==> src/hdl/lzss_pkg.sv <==
// Shared constants, types and codes for the LZSS stream decompressor.
package lzss_pkg;

	localparam int WIN_DEPTH  = 4096;
	localparam int WIN_AW     = $clog2(WIN_DEPTH);
	localparam int SIZE_BITS  = 24;
	localparam int LEN_BITS   = 5;
	localparam int LEN_BIAS   = 2;
	localparam int FLAG_COUNT = 8;
	localparam int FLAGS_W    = 4;
	localparam int FIFO_DEPTH = 4;
	localparam int FIFO_AW    = $clog2(FIFO_DEPTH);

	typedef enum logic {
		CMD_LIT  = 1'b0,
		CMD_COPY = 1'b1
	} cmd_kind_t;

	typedef struct packed {
		cmd_kind_t             kind;
		logic [7:0]            lit;
		logic [LEN_BITS-1:0]   len;
		logic [WIN_AW-1:0]     back_dist;
	} cmd_t;

	typedef enum logic [1:0] {
		B_FETCH = 2'd0,
		B_READ  = 2'd1,
		B_EMIT  = 2'd2
	} back_state_t;

endpackage

==> src/hdl/lzss_cmd_fifo.sv <==
// Short command queue between the parser and the copy engine.
module lzss_cmd_fifo (
	input  logic               clk,
	input  logic               arst_n,
	input  logic               flush,
	input  logic               push,
	input  lzss_pkg::cmd_t     push_cmd,
	output logic               full,
	input  logic               pop,
	output lzss_pkg::cmd_t     head,
	output logic               empty
);

	lzss_pkg::cmd_t                 slot_q [lzss_pkg::FIFO_DEPTH];
	logic [lzss_pkg::FIFO_AW-1:0]   wr_ptr_q;
	logic [lzss_pkg::FIFO_AW-1:0]   rd_ptr_q;
	logic [lzss_pkg::FIFO_AW:0]     count_q;
	logic                           do_push;
	logic                           do_pop;

	assign full    = (count_q == (lzss_pkg::FIFO_AW+1)'(lzss_pkg::FIFO_DEPTH));
	assign empty   = (count_q == '0);
	assign do_push = push && !full;
	assign do_pop  = pop && !empty;
	assign head    = slot_q[rd_ptr_q];

	always_ff @(posedge clk) begin
		if (do_push) begin
			slot_q[wr_ptr_q] <= push_cmd;
		end
	end

	always_ff @(posedge clk or negedge arst_n) begin
		if (!arst_n) begin
			wr_ptr_q <= '0;
			rd_ptr_q <= '0;
			count_q  <= '0;
		end else if (flush) begin
			wr_ptr_q <= '0;
			rd_ptr_q <= '0;
			count_q  <= '0;
		end else begin
			if (do_push) begin
				wr_ptr_q <= wr_ptr_q + 1'b1;
			end
			if (do_pop) begin
				rd_ptr_q <= rd_ptr_q + 1'b1;
			end
			if (do_push && !do_pop) begin
				count_q <= count_q + 1'b1;
			end else if (do_pop && !do_push) begin
				count_q <= count_q - 1'b1;
			end
		end
	end

endmodule

==> config.mk <==
export PLATFORM = sky130hd
export DESIGN_NAME = lzss_cmd_fifo
export DESIGN_NICKNAME = d
export VERILOG_FILES = /design/src/hdl/lzss_pkg.sv /design/src/hdl/lzss_cmd_fifo.sv
export SDC_FILE = /design/constraint.sdc
export NUM_CORES = 1
export LEC_CHECK = 0
export BUFFER_PORTS_ARGS = -buffer_cell sky130_fd_sc_hd__buf_4
export CORE_ASPECT_RATIO = 1.5
export CORE_MARGIN = 1
export CORE_UTILIZATION = 40
export CTS_BUF_LIST = sky130_fd_sc_hd__clkbuf_16
export DETAILED_ROUTE_END_ITERATION = 6
export GPL_TIMING_DRIVEN = 0
export PLACE_DENSITY = 0.63
export SLEW_MARGIN = 20
export SYNTH_ARGS = -nofsm -noshare
export SYNTH_HDL_FRONTEND = slang
export SYNTH_SLANG_ARGS = --single-unit
==> constraint.sdc <==
create_clock -name clk -period 2.2 [get_ports clk]
set_input_delay 0 -clock clk [delete_from_list [all_inputs] [get_ports clk]]
set_output_delay 0 -clock clk [all_outputs]
set_load 0.02 [all_outputs]
* Word-level counts from Yosys, hierarchy flattened *
Memory sizes are Yosys's and may differ from the RTL's.
Cells that the tools add are included.
Widths: inputs -> output; s select.

cells by class
  add/sub/neg operators = 4
  equal/unequal tests = 1
  muxes and demuxes = 9
  reduce and logical (&&, ||, !) cells = 12

operators by type and width
  kind                 count
  $mux 3               3
  $mux 2               4
  $add 2x1->2 const B  2
  $logic_and 1x1->1    4
  $logic_not 1->1      4
  $reduce_bool 2->1    2
  $add 3x1->3 const B  1
  $eq 3x3->1 const B   1
  $logic_not 3->1      1
  $reduce_bool 3->1    1
  $sub 3x1->3 const B  1
  $mux 1               2

word-level totals
  register bits after elaboration = 7
  RAM bits = 104
  bits of input ports = 31
  output and inout port bits = 28
  word-level logic and storage cells = 30
  memories = 1

memories
  name    depth  width  read ports  clocked after Yosys merged registers in  write ports  line                 text
  slot_q  4      26     1           0                                        1            lzss_cmd_fifo.sv:14  lzss_pkg::cmd_t slot_q [lzss_pkg::FIFO_DEPTH];

* Longest topological paths before layout *
  depth in word-level cells = 8
  depth in mapped cells = 9
  depth with buffers taken out = 7

* Worst setup path before layout *
No wires, ideal clock.

  kind = flip-flop to flip-flop
  from = register count_q[0] (netlist name)
  to = register count_q[2] (netlist name)
  setup time = 0.066 ns
  arrival = 2.162 ns
  data required time = 2.134 ns
  slack = -0.028 ns
  stages on the path, launching flop included = 10
  buffers on the path = 2
  period minus slack after synthesis = 2.228 ns
  cells stage by stage = dfrtp_1 -> buf_6 -> or3b_1 -> buf_2 -> clkinv_4 -> nor3_1 -> fa_1 -> and4bb_2 -> a311oi_1 -> o311a_1

between the ends
  elaborated cells on any way between the ends = 16
  classes of those cells = add/sub: 2; eq/ne: 1; mux: 3; reduce/logical: 10

RTL lines
  item                                                         line                                      text
  start: declaration                                           lzss_cmd_fifo.sv:17                       logic [lzss_pkg::FIFO_AW:0] count_q;
  start signal: assignment                                     lzss_cmd_fifo.sv:50                       count_q <= count_q + 1'b1;
  start signal: assignment                                     lzss_cmd_fifo.sv:52                       count_q <= count_q - 1'b1;
  $eq 3x3->1 (*)                                               lzss_cmd_fifo.sv:21                       assign full = (count_q == (lzss_pkg::FIFO_AW+1)'(lzss_pkg::FIFO_DEPTH));
  named net full                                               lzss_cmd_fifo.sv:8                        output logic full,
  $logic_not 1->1 (*)                                          lzss_cmd_fifo.sv:23                       assign do_push = push && !full;
  $logic_and 1x1->1 (*)                                        lzss_cmd_fifo.sv:23
  $logic_and 1x1->1 / $logic_not 1->1 (equally long branches)  lzss_cmd_fifo.sv:49, lzss_cmd_fifo.sv:51
  $mux 3 / $logic_and 1x1->1 (equally long branches)           lzss_cmd_fifo.sv:49, lzss_cmd_fifo.sv:51
  $mux 3 / $reduce_bool 3->1 (equally long branches)           --

Mark *: on every way through the listed nets, which the timed path passes. The rest lies on a longest branch. The select of a mux whose other input is x is not followed.
A chain may end at the register's enable or synchronous reset.

* Final worst setup path *
  from = register count_q[1] (netlist name)
  to = register count_q[2] (netlist name)

between the ends
  longest elaborated chain between the ends = 7
  elaborated cells on any way between the ends = 16
  classes of those cells = add/sub: 2; eq/ne: 1; mux: 3; reduce/logical: 10

ends and longest elaborated chain
  item
  branches (longest 7 deep; another with $sub 3x1->3)

Several ways; the timed one is not identified. The select of a mux whose other input is x is not followed.

==> metrics.md <==
| Metric | Value |
|---|---|
| Total number of vias | `2,119` |
| Max_slew headroom | `51.6%` |
| Compound-cell area share of the yosys netlist | `2.11%` |
| Area Growth Syn to Fin | `27.5%` |
| Fin. max-slew vios | `0` |
| Clock latency on the worst-skew pair | `340 ps` |
| CTS buffer count | `9` |
| Largest delay share family, worst path | `compound AO/OA/AOI/OAI gates` |
| Antenna Cells | `0` |
| Initial Utilization | `41.0%` |
| Initial DRC Count | `108` |
| Total gr overflow | `0` |
| Largest family of logic cells by synthesized area | `multiplexers` |
| Top cell type by total area after synthesis | `edfxtp_1` |
| Final setup TNS | `0 ps` |
| RSZ-0062 raised after global routing | `no` |
| Largest net degree at the start of global routing | `27` |
| CTS tree | `done` |
| Placed instance area | `4930 sq um` |
| Final WL | `7130 microns` |
| DRC | `0` |
| Total track usage | `13.9%` |
| CP max FO | `8` |
| RD Place Congestion | `0.739` |
| Die area | `11,200 sq um` |
| CP Data Arrival Time | `2400 ps` |
| Status | `complete, no violations` |
| Footprint of the multi-input gates | `947 sq um` |
| Synth Cell Area | `4320 sq um` |
| Tcrit/Tclk final | `96.8%` |
| Share of layout cells above drive strength 1 | `41.0%` |
| Crit path launch type | `flip-flop` |
| Post-route cell area | `5510 sq um` |
| Critical Path Max Stage Delay | `450 ps` |
| Syn_area_per_cell | `21.8 sq um` |
| Top cell type's share of synthesized area | `72.2%` |
| Row cnt | `46` |
| Mux cell area share after synthesis | `14.5%` |
| Required time worst endpoint | `2470 ps` |
| Max Fclk | `0.470 GHz` |
| Worst vdd ir | `0.545 mV` |
| Hold Vio Cnt, Final | `0` |
| Crit-path cells | `or3b_1 > clkinv_4 > nor3_4 > fa_2 > a21bo_2 > a311oi_2 > o311a_1` |
| IO Pins | `59` |
| Min Clock Period, post-route | `2130 ps` |
| Hold crit path type | `input pin to flip-flop` |
| Hold WS | `46.6 ps` |
| CP Capture Type | `flip-flop` |
| Max Clock Skew | `6.55 ps` |
| CP Class | `flip-flop to flip-flop` |
| CP max stage cell | `dfrtp_2` |
| Die H | `129 microns` |
| Final Setup Violations | `0` |
| Clock-pin slew on the worst setup and hold paths | `70 ps` |
| Detailed Place HPWL | `4460 microns` |
| Die Width | `86.9 microns` |
| Vias in the first global route | `2,216` |
| Post-Syn Instances | `198` |
| Maximum clock path buffer count | `2` |
| Static leakage | `1.92 nW` |
| Worst-Margin Slew | `725 ps` |
| Fillers | `877` |
| Post-synthesis sequential area ratio | `76.3%` |
| Final ANT Viol Nets | `0` |
| Power Total | `5.70 mW` |
| Register area | `3300 sq um` |
| Synth Net Count | `234` |
| Initial antenna violation count | `0` |
| PwrDens | `1030 nW/um^2` |
| Xor and xnor fraction of the mapped netlist area | `0.405%` |
| Post-synth cell types | `32` |
| Worst Path Buf+Inv | `1` |
| Vias/cell | `4.77` |
| First-pass GRT wire length | `11,000 microns` |
| Htree depth | `3` |
| Max_cap viols | `0` |
| # port buffers | `56` |
| Synth area leaders | `edfxtp_1, mux4_2, dfrtp_1, ha_1, nor2_1` |
| TritonRoute pass-1 iters | `4` |
| Simple-gate share of the synthesized area | `2.66%` |
| Adder-Cell Fraction of Synth Area | `1.62%` |
| Routed WL per cell | `16.1 microns` |
| Core area | `10,500 sq um` |
| Synth Warn # | `0` |
| Final net count | `332` |
| Clock sink count | `111` |
| Flops & latches, synth | `111` |
| CTS Root Cell | `clkbuf_16` |
-- repair_timing --
action | in CTS | in global routing
pin swaps | 6 | 5
resized for setup | 4 | 3
hold endpoints to repair | 111 | 0
endpoints found under the setup margin | 1 | 1
hold buffers | 28 | 0
setup buffers | 4 | 0
-- cell families (layout without fill, tap and decap cells) --
kind of cell	after synthesis	count (layout)
multiplexers	30	30
flip-flops	111	111
buffers and inverters	18	120
AND/OR/NAND/NOR	21	21
AO/OA/AOI/OAI	11	11
XOR/XNOR	2	2
adder cells (fa/ha/maj)	5	5
-- synth_stat cells, drive strengths merged --
cell type	n
a21bo	1
a21oi	2
a221oi	1
a311oi	1
and3	4
and4bb	1
buf	11
clkbuf	1
clkinv	1
dfrtp	7
edfxtp	104
fa	1
ha	4
inv	5
mux2	2
mux2i	2
mux4	26
nand3	2
nand3b	2
nor2	9
nor3	2
o21a	1
o21ai	2
o311a	1
o311ai	1
o31ai	1
or3b	1
xor2	2
-- cell usage in the layout (no fill, tap or decap), drive strengths merged, types with 2 or more instances in the layout --
| cell | instances |
|---|---|
| clkinv | 6 |
| inv | 5 |
| buf | 70 |
| dfrtp | 7 |
| ha | 4 |
| mux2i | 2 |
| dlygate4sd3 | 28 |
| o21ai | 2 |
| edfxtp | 104 |
| and3 | 4 |
| mux2 | 2 |
| nor2 | 9 |
| clkbuf | 10 |
| xor2 | 2 |
| a21oi | 2 |
| nor3 | 2 |
| mux4 | 26 |
| nand3 | 2 |
| nand3b | 2 |
-- metal layers --
metal / part of all wire, % / up-vias / global-route usage (%)
li1: - / 1004 / -
met1: 39 / 1058 / 15.0
met2: 55 / 46 / 25.1
met3: 4.2 / 11 / 4.33
met4: 1.7 / 0 / 5.59
met5: 0 / - / 0
-- flip-flops by register name (all words and copies together) (netlist names) --
register  cells
slot_q      104
rd_ptr_q      2
count_q       3
wr_ptr_q      2
-- power by group --
group	switching [mW]	total, mW	internal [mW]
combinational	0.871	1.72	0.848
sequential	0.0531	2.57	2.52
clock	0.663	1.41	0.745
total	1.59	5.70	4.11
-- final timing paths --
check	from	endpoint	slack, ps	cells after the start
min	flush	rd_ptr_q[0]	50	2
max reg2reg	count_q[1]	count_q[2]	70	7
max	count_q[1]	count_q[2]	70	7
max in group asynchronous	arst_n	count_q[1]	1310	3
min in group asynchronous	arst_n	wr_ptr_q[1]	620	3
min reg2reg	wr_ptr_q[0]	wr_ptr_q[0]	600	2
-- cell type report --
cell class | instances | share of cell area, %
buffer | 11 | 1.34
clock buffer | 9 | 4.09
inverter | 6 | 0.499
sequential | 111 | 59.9
timing repair buffer | 88 | 13.3
multi-input combinational | 69 | 17.2
clock inverter | 6 | 0.522
tap | 144 | 3.27
-- stage by stage --
stage               setup WS, ps  std cells  util (%)
finish                      70.7        444      52.3
global route                35.4        444      52.3
CTS                        -18.0        445      52.3
detailed placement         -64.8        398      46.8
global placement            -225        398      46.8
floorplan                   35.5        198         -
No activity file was read; power rests on OpenSTA's default activity.
