<file path="config.mk">
export PLATFORM = sky130hd
export DESIGN_NAME = lzss_front_flat
export DESIGN_NICKNAME = d
export VERILOG_FILES = /design/src/hdl/lzss_pkg.sv /design/src/hdl/lzss_in_if.sv /design/src/hdl/lzss_front.sv /design/src/flat_wrapper.sv
export SDC_FILE = /design/constraint.sdc
export NUM_CORES = 1
export LEC_CHECK = 0
export BUFFER_PORTS_ARGS = -buffer_cell sky130_fd_sc_hd__clkbuf_2
export CAP_MARGIN = 20
export CELL_PAD_IN_SITES_DETAIL_PLACEMENT = 0
export CELL_PAD_IN_SITES_GLOBAL_PLACEMENT = 1
export CORE_UTILIZATION = 38
export DETAILED_ROUTE_END_ITERATION = 10
export PLACE_DENSITY = 0.86
export SETUP_SLACK_MARGIN = 0.5
export SYNTH_ARGS = -nofsm -noshare
export SYNTH_HDL_FRONTEND = slang
export SYNTH_SLANG_ARGS = --single-unit
</file>
<file path="constraint.sdc">
create_clock -name clk -period 2.15 [get_ports clk]
set_input_delay 0.1075 -clock clk [delete_from_list [all_inputs] [get_ports clk]]
set_output_delay 0.1075 -clock clk [all_outputs]
set_load 0.005 [all_outputs]
</file>
<file path="src/hdl/lzss_pkg.sv">
// Shared constants, types and codes for the LZSS stream decompressor.
package lzss_pkg;

	localparam int WIN_DEPTH  = 4096;
	localparam int WIN_AW     = $clog2(WIN_DEPTH);
	localparam int SIZE_BITS  = 24;
	localparam int LEN_BITS   = 5;
	localparam int LEN_BIAS   = 2;
	localparam int FLAG_COUNT = 8;
	localparam int FLAGS_W    = 4;
	localparam int FIFO_DEPTH = 4;
	localparam int FIFO_AW    = $clog2(FIFO_DEPTH);

	typedef enum logic {
		CMD_LIT  = 1'b0,
		CMD_COPY = 1'b1
	} cmd_kind_t;

	typedef struct packed {
		cmd_kind_t             kind;
		logic [7:0]            lit;
		logic [LEN_BITS-1:0]   len;
		logic [WIN_AW-1:0]     back_dist;
	} cmd_t;

	typedef enum logic [1:0] {
		B_FETCH = 2'd0,
		B_READ  = 2'd1,
		B_EMIT  = 2'd2
	} back_state_t;

endpackage

</file>
<file path="src/hdl/lzss_in_if.sv">
// Compressed byte channel: valid/ready handshake with one byte per beat.
interface lzss_in_if;
	logic       valid;
	logic       ready;
	logic [7:0] comp_byte;

	modport source (output valid, output comp_byte, input ready);
	modport sink (input valid, input comp_byte, output ready);
endinterface

</file>
<file path="src/hdl/lzss_front.sv">
// Front end: parses marker, literal and token bytes into literal and copy commands.
module lzss_front (
	input  logic               clk,
	input  logic               arst_n,
	input  logic               flush,
	lzss_in_if.sink            comp,
	output logic               push,
	output lzss_pkg::cmd_t     push_cmd,
	input  logic               full
);

	logic [7:0]                     flag_bits_q;
	logic [lzss_pkg::FLAGS_W-1:0]   flags_left_q;
	logic                           token_phase_q;
	logic [7:0]                     token_low_q;
	logic                           beat;
	logic                           is_marker;
	logic                           is_lit;
	logic                           is_tok_hi;

	assign comp.ready = !full;
	assign beat       = comp.valid && comp.ready;
	assign is_marker  = (flags_left_q == '0);
	assign is_lit     = !is_marker && flag_bits_q[0];
	assign is_tok_hi  = !is_marker && !flag_bits_q[0] && token_phase_q;

	assign push = beat && (is_lit || is_tok_hi);

	always_comb begin
		push_cmd.kind      = is_lit ? lzss_pkg::CMD_LIT : lzss_pkg::CMD_COPY;
		push_cmd.lit       = comp.comp_byte;
		push_cmd.len       = lzss_pkg::LEN_BITS'(token_low_q[3:0]) +
			lzss_pkg::LEN_BITS'(lzss_pkg::LEN_BIAS);
		push_cmd.back_dist = {comp.comp_byte, token_low_q[7:4]};
	end

	always_ff @(posedge clk or negedge arst_n) begin
		if (!arst_n) begin
			flag_bits_q   <= '0;
			flags_left_q  <= '0;
			token_phase_q <= 1'b0;
			token_low_q   <= '0;
		end else if (flush) begin
			flag_bits_q   <= '0;
			flags_left_q  <= '0;
			token_phase_q <= 1'b0;
			token_low_q   <= '0;
		end else if (beat) begin
			if (is_marker) begin
				flag_bits_q  <= comp.comp_byte;
				flags_left_q <= lzss_pkg::FLAGS_W'(lzss_pkg::FLAG_COUNT);
			end else if (is_lit || is_tok_hi) begin
				flag_bits_q   <= flag_bits_q >> 1;
				flags_left_q  <= flags_left_q - 1'b1;
				token_phase_q <= 1'b0;
			end else begin
				token_low_q   <= comp.comp_byte;
				token_phase_q <= 1'b1;
			end
		end
	end

endmodule

</file>
<file path="src/flat_wrapper.sv">
// flat-port wrapper written by rule: the top's interface ports become plain ports
module lzss_front_flat 
  (clk, arst_n, flush, push, push_cmd, full, comp_valid, comp_comp_byte, comp_ready);
  lzss_in_if comp_i ();
  input  logic clk;
  input  logic arst_n;
  input  logic flush;
  output logic push;
  output lzss_pkg::cmd_t push_cmd;
  input  logic full;
  input wire logic [$bits(comp_i.valid)-1:0] comp_valid;
  input wire logic [$bits(comp_i.comp_byte)-1:0] comp_comp_byte;
  output wire logic [$bits(comp_i.ready)-1:0] comp_ready;
  assign comp_i.valid = comp_valid;
  assign comp_i.comp_byte = comp_comp_byte;
  assign comp_ready = comp_i.ready;
  lzss_front u_core (.clk(clk), .arst_n(arst_n), .flush(flush), .comp(comp_i), .push(push), .push_cmd(push_cmd), .full(full));
endmodule
</file>
# Yosys cells after proc, flatten, opt, wreduce, memory -nomap -nowiden
# Index checks and enable logic that the tools add are counted.
# totals
latch_bits,0
romBits,0
elab_cells,40
ramBits,0
register_bits,21
mem_count,0
# op_classes
reduce_logical,15
n_bitwise,0
magnitude_cmp,0
add_sub_neg,2
mul,0
muxes,17
n_div,0
n_shift,0
eq_ne,2
# op_table
op,n
$mux 8,8
$mux 4,4
$add 4x2->5 const B,1
$logic_and 1x1->1,5
$mux 1,5
$logic_not 4->1,1
$ne 2x2->1 const B,2
$reduce_and 2->1,2
$sub 4x1->4 const B,1
$logic_not 1->1,3
$reduce_and 3->1,1
$reduce_bool 3->1,1
$reduce_bool 2->1,1
$logic_or 1x1->1,1

# Depth between registers and ports, before layout
# depth
ltp_word,9
depth_mapped,6
mapped_depth_nobuf,5

# Worst setup path before layout
# OpenSTA, ideal clock, no wires.
# synth_timing
path_type,register to register
from,register u_core.flags_left_q[0] (netlist name)
to,register u_core.flag_bits_q[2]
t_required_ps,2027
stages_incl_launch_ff,7
n_path_buf,1
setup_ps,123
synth_period_minus_slack_ps,1703
slack_ps,447
arrival_ps,1580
path_cell_list,dfrtp_1 inv_1 ha_1 or3b_4 buf_6 o31a_1 o221a_2
# synth_between
elab_chain_cells,7
# synth_rtl
element,line_no,source
from (decl),lzss_front.sv:13,logic [lzss_pkg::FLAGS_W-1:0] flags_left_q;
from (signal assigned),lzss_front.sv:51,flags_left_q <= lzss_pkg::FLAGS_W'(lzss_pkg::FLAG_COUNT);
from (signal assigned),lzss_front.sv:54,flags_left_q <= flags_left_q - 1'b1;
$logic_not 4->1 *,lzss_front.sv:23,assign is_marker = (flags_left_q == '0);
$logic_not 1->1,"lzss_front.sv:24, lzss_front.sv:25",
$logic_and 1x1->1 (2 in series),lzss_front.sv:25,assign is_tok_hi = !is_marker && !flag_bits_q[0] && token_phase_q;
$logic_or 1x1->1,lzss_front.sv:52,end else if (is_lit || is_tok_hi) begin
$reduce_bool 3->1 (no line),-,
$reduce_and 2->1 (no line),-,
to (signal assigned),lzss_front.sv:50,flag_bits_q <= comp.comp_byte;
to (signal assigned),lzss_front.sv:53,flag_bits_q <= flag_bits_q >> 1;
to (decl),lzss_front.sv:12,logic [7:0] flag_bits_q;
# Mark *: on every way between the ends. The rest lies on a longest branch, timed or not. The select of a mux whose other input is x is not followed.
# A chain may end at the register's enable or synchronous reset.

# Final worst setup path
# layout_timing
from,register u_core.flags_left_q[1] (netlist name)
to,register u_core.flag_bits_q[1]
# Same word-level chain as after synthesis.

==> results.cfg <==
[run_status]
status = complete, no violations

[detailed_routing]
wl_per_cell_um = 15.5
vias = 1113
vias_per_cell = 5.46
final_antenna_net_count = 0
wirelength_um = 3160
drc = 0
drt_pass1_iterations = 4
drt_iter0_markers = 34

[synthesis]
synth_top_cell_area_share = 0.404
synth-warning-count = 0
synth_common_cells = buf_4 (21), dfrtp_1 (21), nand2b_1 (8)
seq_area_frac_synth = 0.404
synthCells = 129
ys_top_cells_by_area = dfrtp_1 (40%), buf_4 (12%), o221a_2 (5.2%)
synth.distinct_cells = 40
ys_async_sr_fraction = 1.00
ys_seq_elements = 21
synth_top_flop_cell = dfrtp_1
syn_avg_cell_area_um2 = 10.1
syn_nets = 145
yosysTopAreaCell = dfrtp_1
synth_edf_count = 0
syn-cell-area_um2 = 1300

[placed_design]
io_buffers = 40
dp.final_hpwl_um = 2040
placed_cell_area_um2 = 1380
gp_congestion = 0.725
dp_slack_ns = 0.365

[sta]
slew_violations = 0
fin_crit_ns = 1.79
clock.fmax_mhz = 559
rsz0062_at_grt = true
worstMarginPinSlew_ns = 0.539
final-hold-violation-count = 0
finalSetupTns_ns = 0
period_share = 0.832
clock_skew_ns = 0.00728
setup_slack_ns = 0.362
setup_viol = 0
relSlewSlack = 0.640

[layout]
utilization = 0.508
nFillCells = 308
n_antenna_cell = 0
nets = 177
multiInputGateArea_um2 = 631
area_growth_pct = 23.2
drive_gt1_frac = 0.531
register_area_um2 = 526
final_area_um2 = 1600

[clock_network]
numCtsBuffers = 3
clk-insertion-delay-late_ns = 0.30
cts_root_buffer = clkbuf_4
cts.sink_count = 21
clk_pin_slew_ns = 0.11
ctsLongestPathBuffers = 2
htreeDepth = 1
cts_tree = yes

[worst_setup_path]
path_cells = inv_2 > ha_4 > or3b_4 > buf_12 > o31a_4 > o221a_4
required_ns = 2.34
cp_slowest_cell = or3b_4
critPathMaxStageDelay_ns = 0.45
cp_max_fo = 5
endpoint_kind = flip-flop
start_kind = flip-flop
crit_type = flip-flop to flip-flop
arrival_ns = 1.98

[floorplan]
die_x_um = 60.5
core_area_um2 = 3150
ios = 41
dieArea_um2 = 3660
initial_core_util = 0.412
num_rows = 20
die_height_um = 60.5

[global_route]
grt-ovfl-total = 0
grt_start_max_net_pins = 22
grt_pass1_vias = 994
grt_pass1_wl_um = 4540
antenna_found_initial = 0
grt_use_total = 0.170

[pwr]
powerDensity_nw_per_um2 = 501
leakage_nw = 0.758
vdd_drop_max_mv = 0.235

[worst_hold_path]
hp-class = input port to flip-flop

[flow_run]
maxCapViolCount = 0
per-layer routing:
layer,global-route usage,wire [um],up-vias
li1,-,-,526
met1,0.216,1390,535
met2,0.295,1610,48
met3,0.0213,149,4
met4,0.0649,10,0
met5,0,0,-
where the power goes:
group / total [mW] / switching (mW) / leakage [nW] / internal [mW]
registers: 0.426 / 0.0146 / 0.287 / 0.411
logic: 0.191 / 0.104 / 0.456 / 0.0872
clock network: 0.185 / 0.113 / 0.0150 / 0.0721
cell type report:
type | instances | area share
sequential | 21 | 0.328
inverter | 7 | 0.0164
multi-input combinational | 74 | 0.394
tap | 44 | 0.0344
timing repair buffer | 54 | 0.211
clock buffer | 4 | 0.0164
what timing repair did:
action	CTS	global route
hold endpoints to repair	21	0
endpoints found under the setup margin	20	22
hold buffers	1	0
gates resized for setup	6	7
pin swaps	3	8
gates cloned	1	1
buffers inserted	7	3
logic make-up (layout without fill, tap and decap cells):
family                     Yosys count  count (layout)  synth area share
xor gates and xnor gates             1               1           0.00674
AOI/OAI and AO/OA                   33              34             0.219
muxes                                1               1           0.00770
buffers and inverters               35              65             0.169
adders and majority gates            3               3            0.0289
DFF                                 21              21             0.404
and+or+nand+nor                     35              35             0.164
state kept, by name (all words and copies together), names as in the netlist:
| signal | flops |
|---|---|
| u_core.flags_left_q | 4 |
| u_core.token_low_q | 8 |
| u_core.token_phase_q | 1 |
| u_core.flag_bits_q | 8 |
worst paths after layout:
path / startpoint / to / slack [ns] / cells past startpoint
hold / removal: comp_comp_byte[1] / u_core.token_low_q[1]$_DFFE_PN0P_ / 0.12 / 3
max in group asynchronous: arst_n / u_core.token_low_q[6]$_DFFE_PN0P_ / 1.47 / 2
setup / recovery: u_core.flags_left_q[1]$_DFFE_PN0P_ / u_core.flag_bits_q[1]$_DFFE_PN0P_ / 0.36 / 6
min in group asynchronous: arst_n / u_core.flag_bits_q[2]$_DFFE_PN0P_ / 0.32 / 2
setup reg to reg: u_core.flags_left_q[1]$_DFFE_PN0P_ / u_core.flag_bits_q[1]$_DFFE_PN0P_ / 0.36 / 6
hold reg to reg: u_core.token_low_q[0]$_DFFE_PN0P_ / u_core.token_low_q[0]$_DFFE_PN0P_ / 0.54 / 1
layout by cell type (no fill, tap or decap), drive strengths merged, types with 2 or more instances in the layout:
cell,Yosys,layout
o32ai,2,2
o21ai,2,2
nand3,2,2
inv,6,6
nor2,2,2
dfrtp,21,21
o31a,6,6
a21oi,5,6
clkbuf,3,45
nand2b,8,8
a31o,7,7
o221a,6,6
nor4,7,7
nand2,6,6
buf,25,12
ha,3,3
per-stage QoR:
step           instances  total power [mW]  hold WS, ns
2_1_floorplan        129             0.541       -0.188
3_5_place_dp         187             0.580        0.121
3_3_place_gp         187             0.576        0.110
6_report             204             0.802        0.117
4_1_cts              200             0.790       0.0909
5_1_grt              204             0.842        0.108
critical path: cells and delay by family (launching register included):
family	cells	cell delay, ns
flip-flops	1	0.42
buffers and inverters	2	0.25
AND/OR/NAND/NOR	1	0.45
adder cells (fa/ha/maj)	1	0.14
AO/OA/AOI/OAI	2	0.43
(Power assumes the default switching activity.)
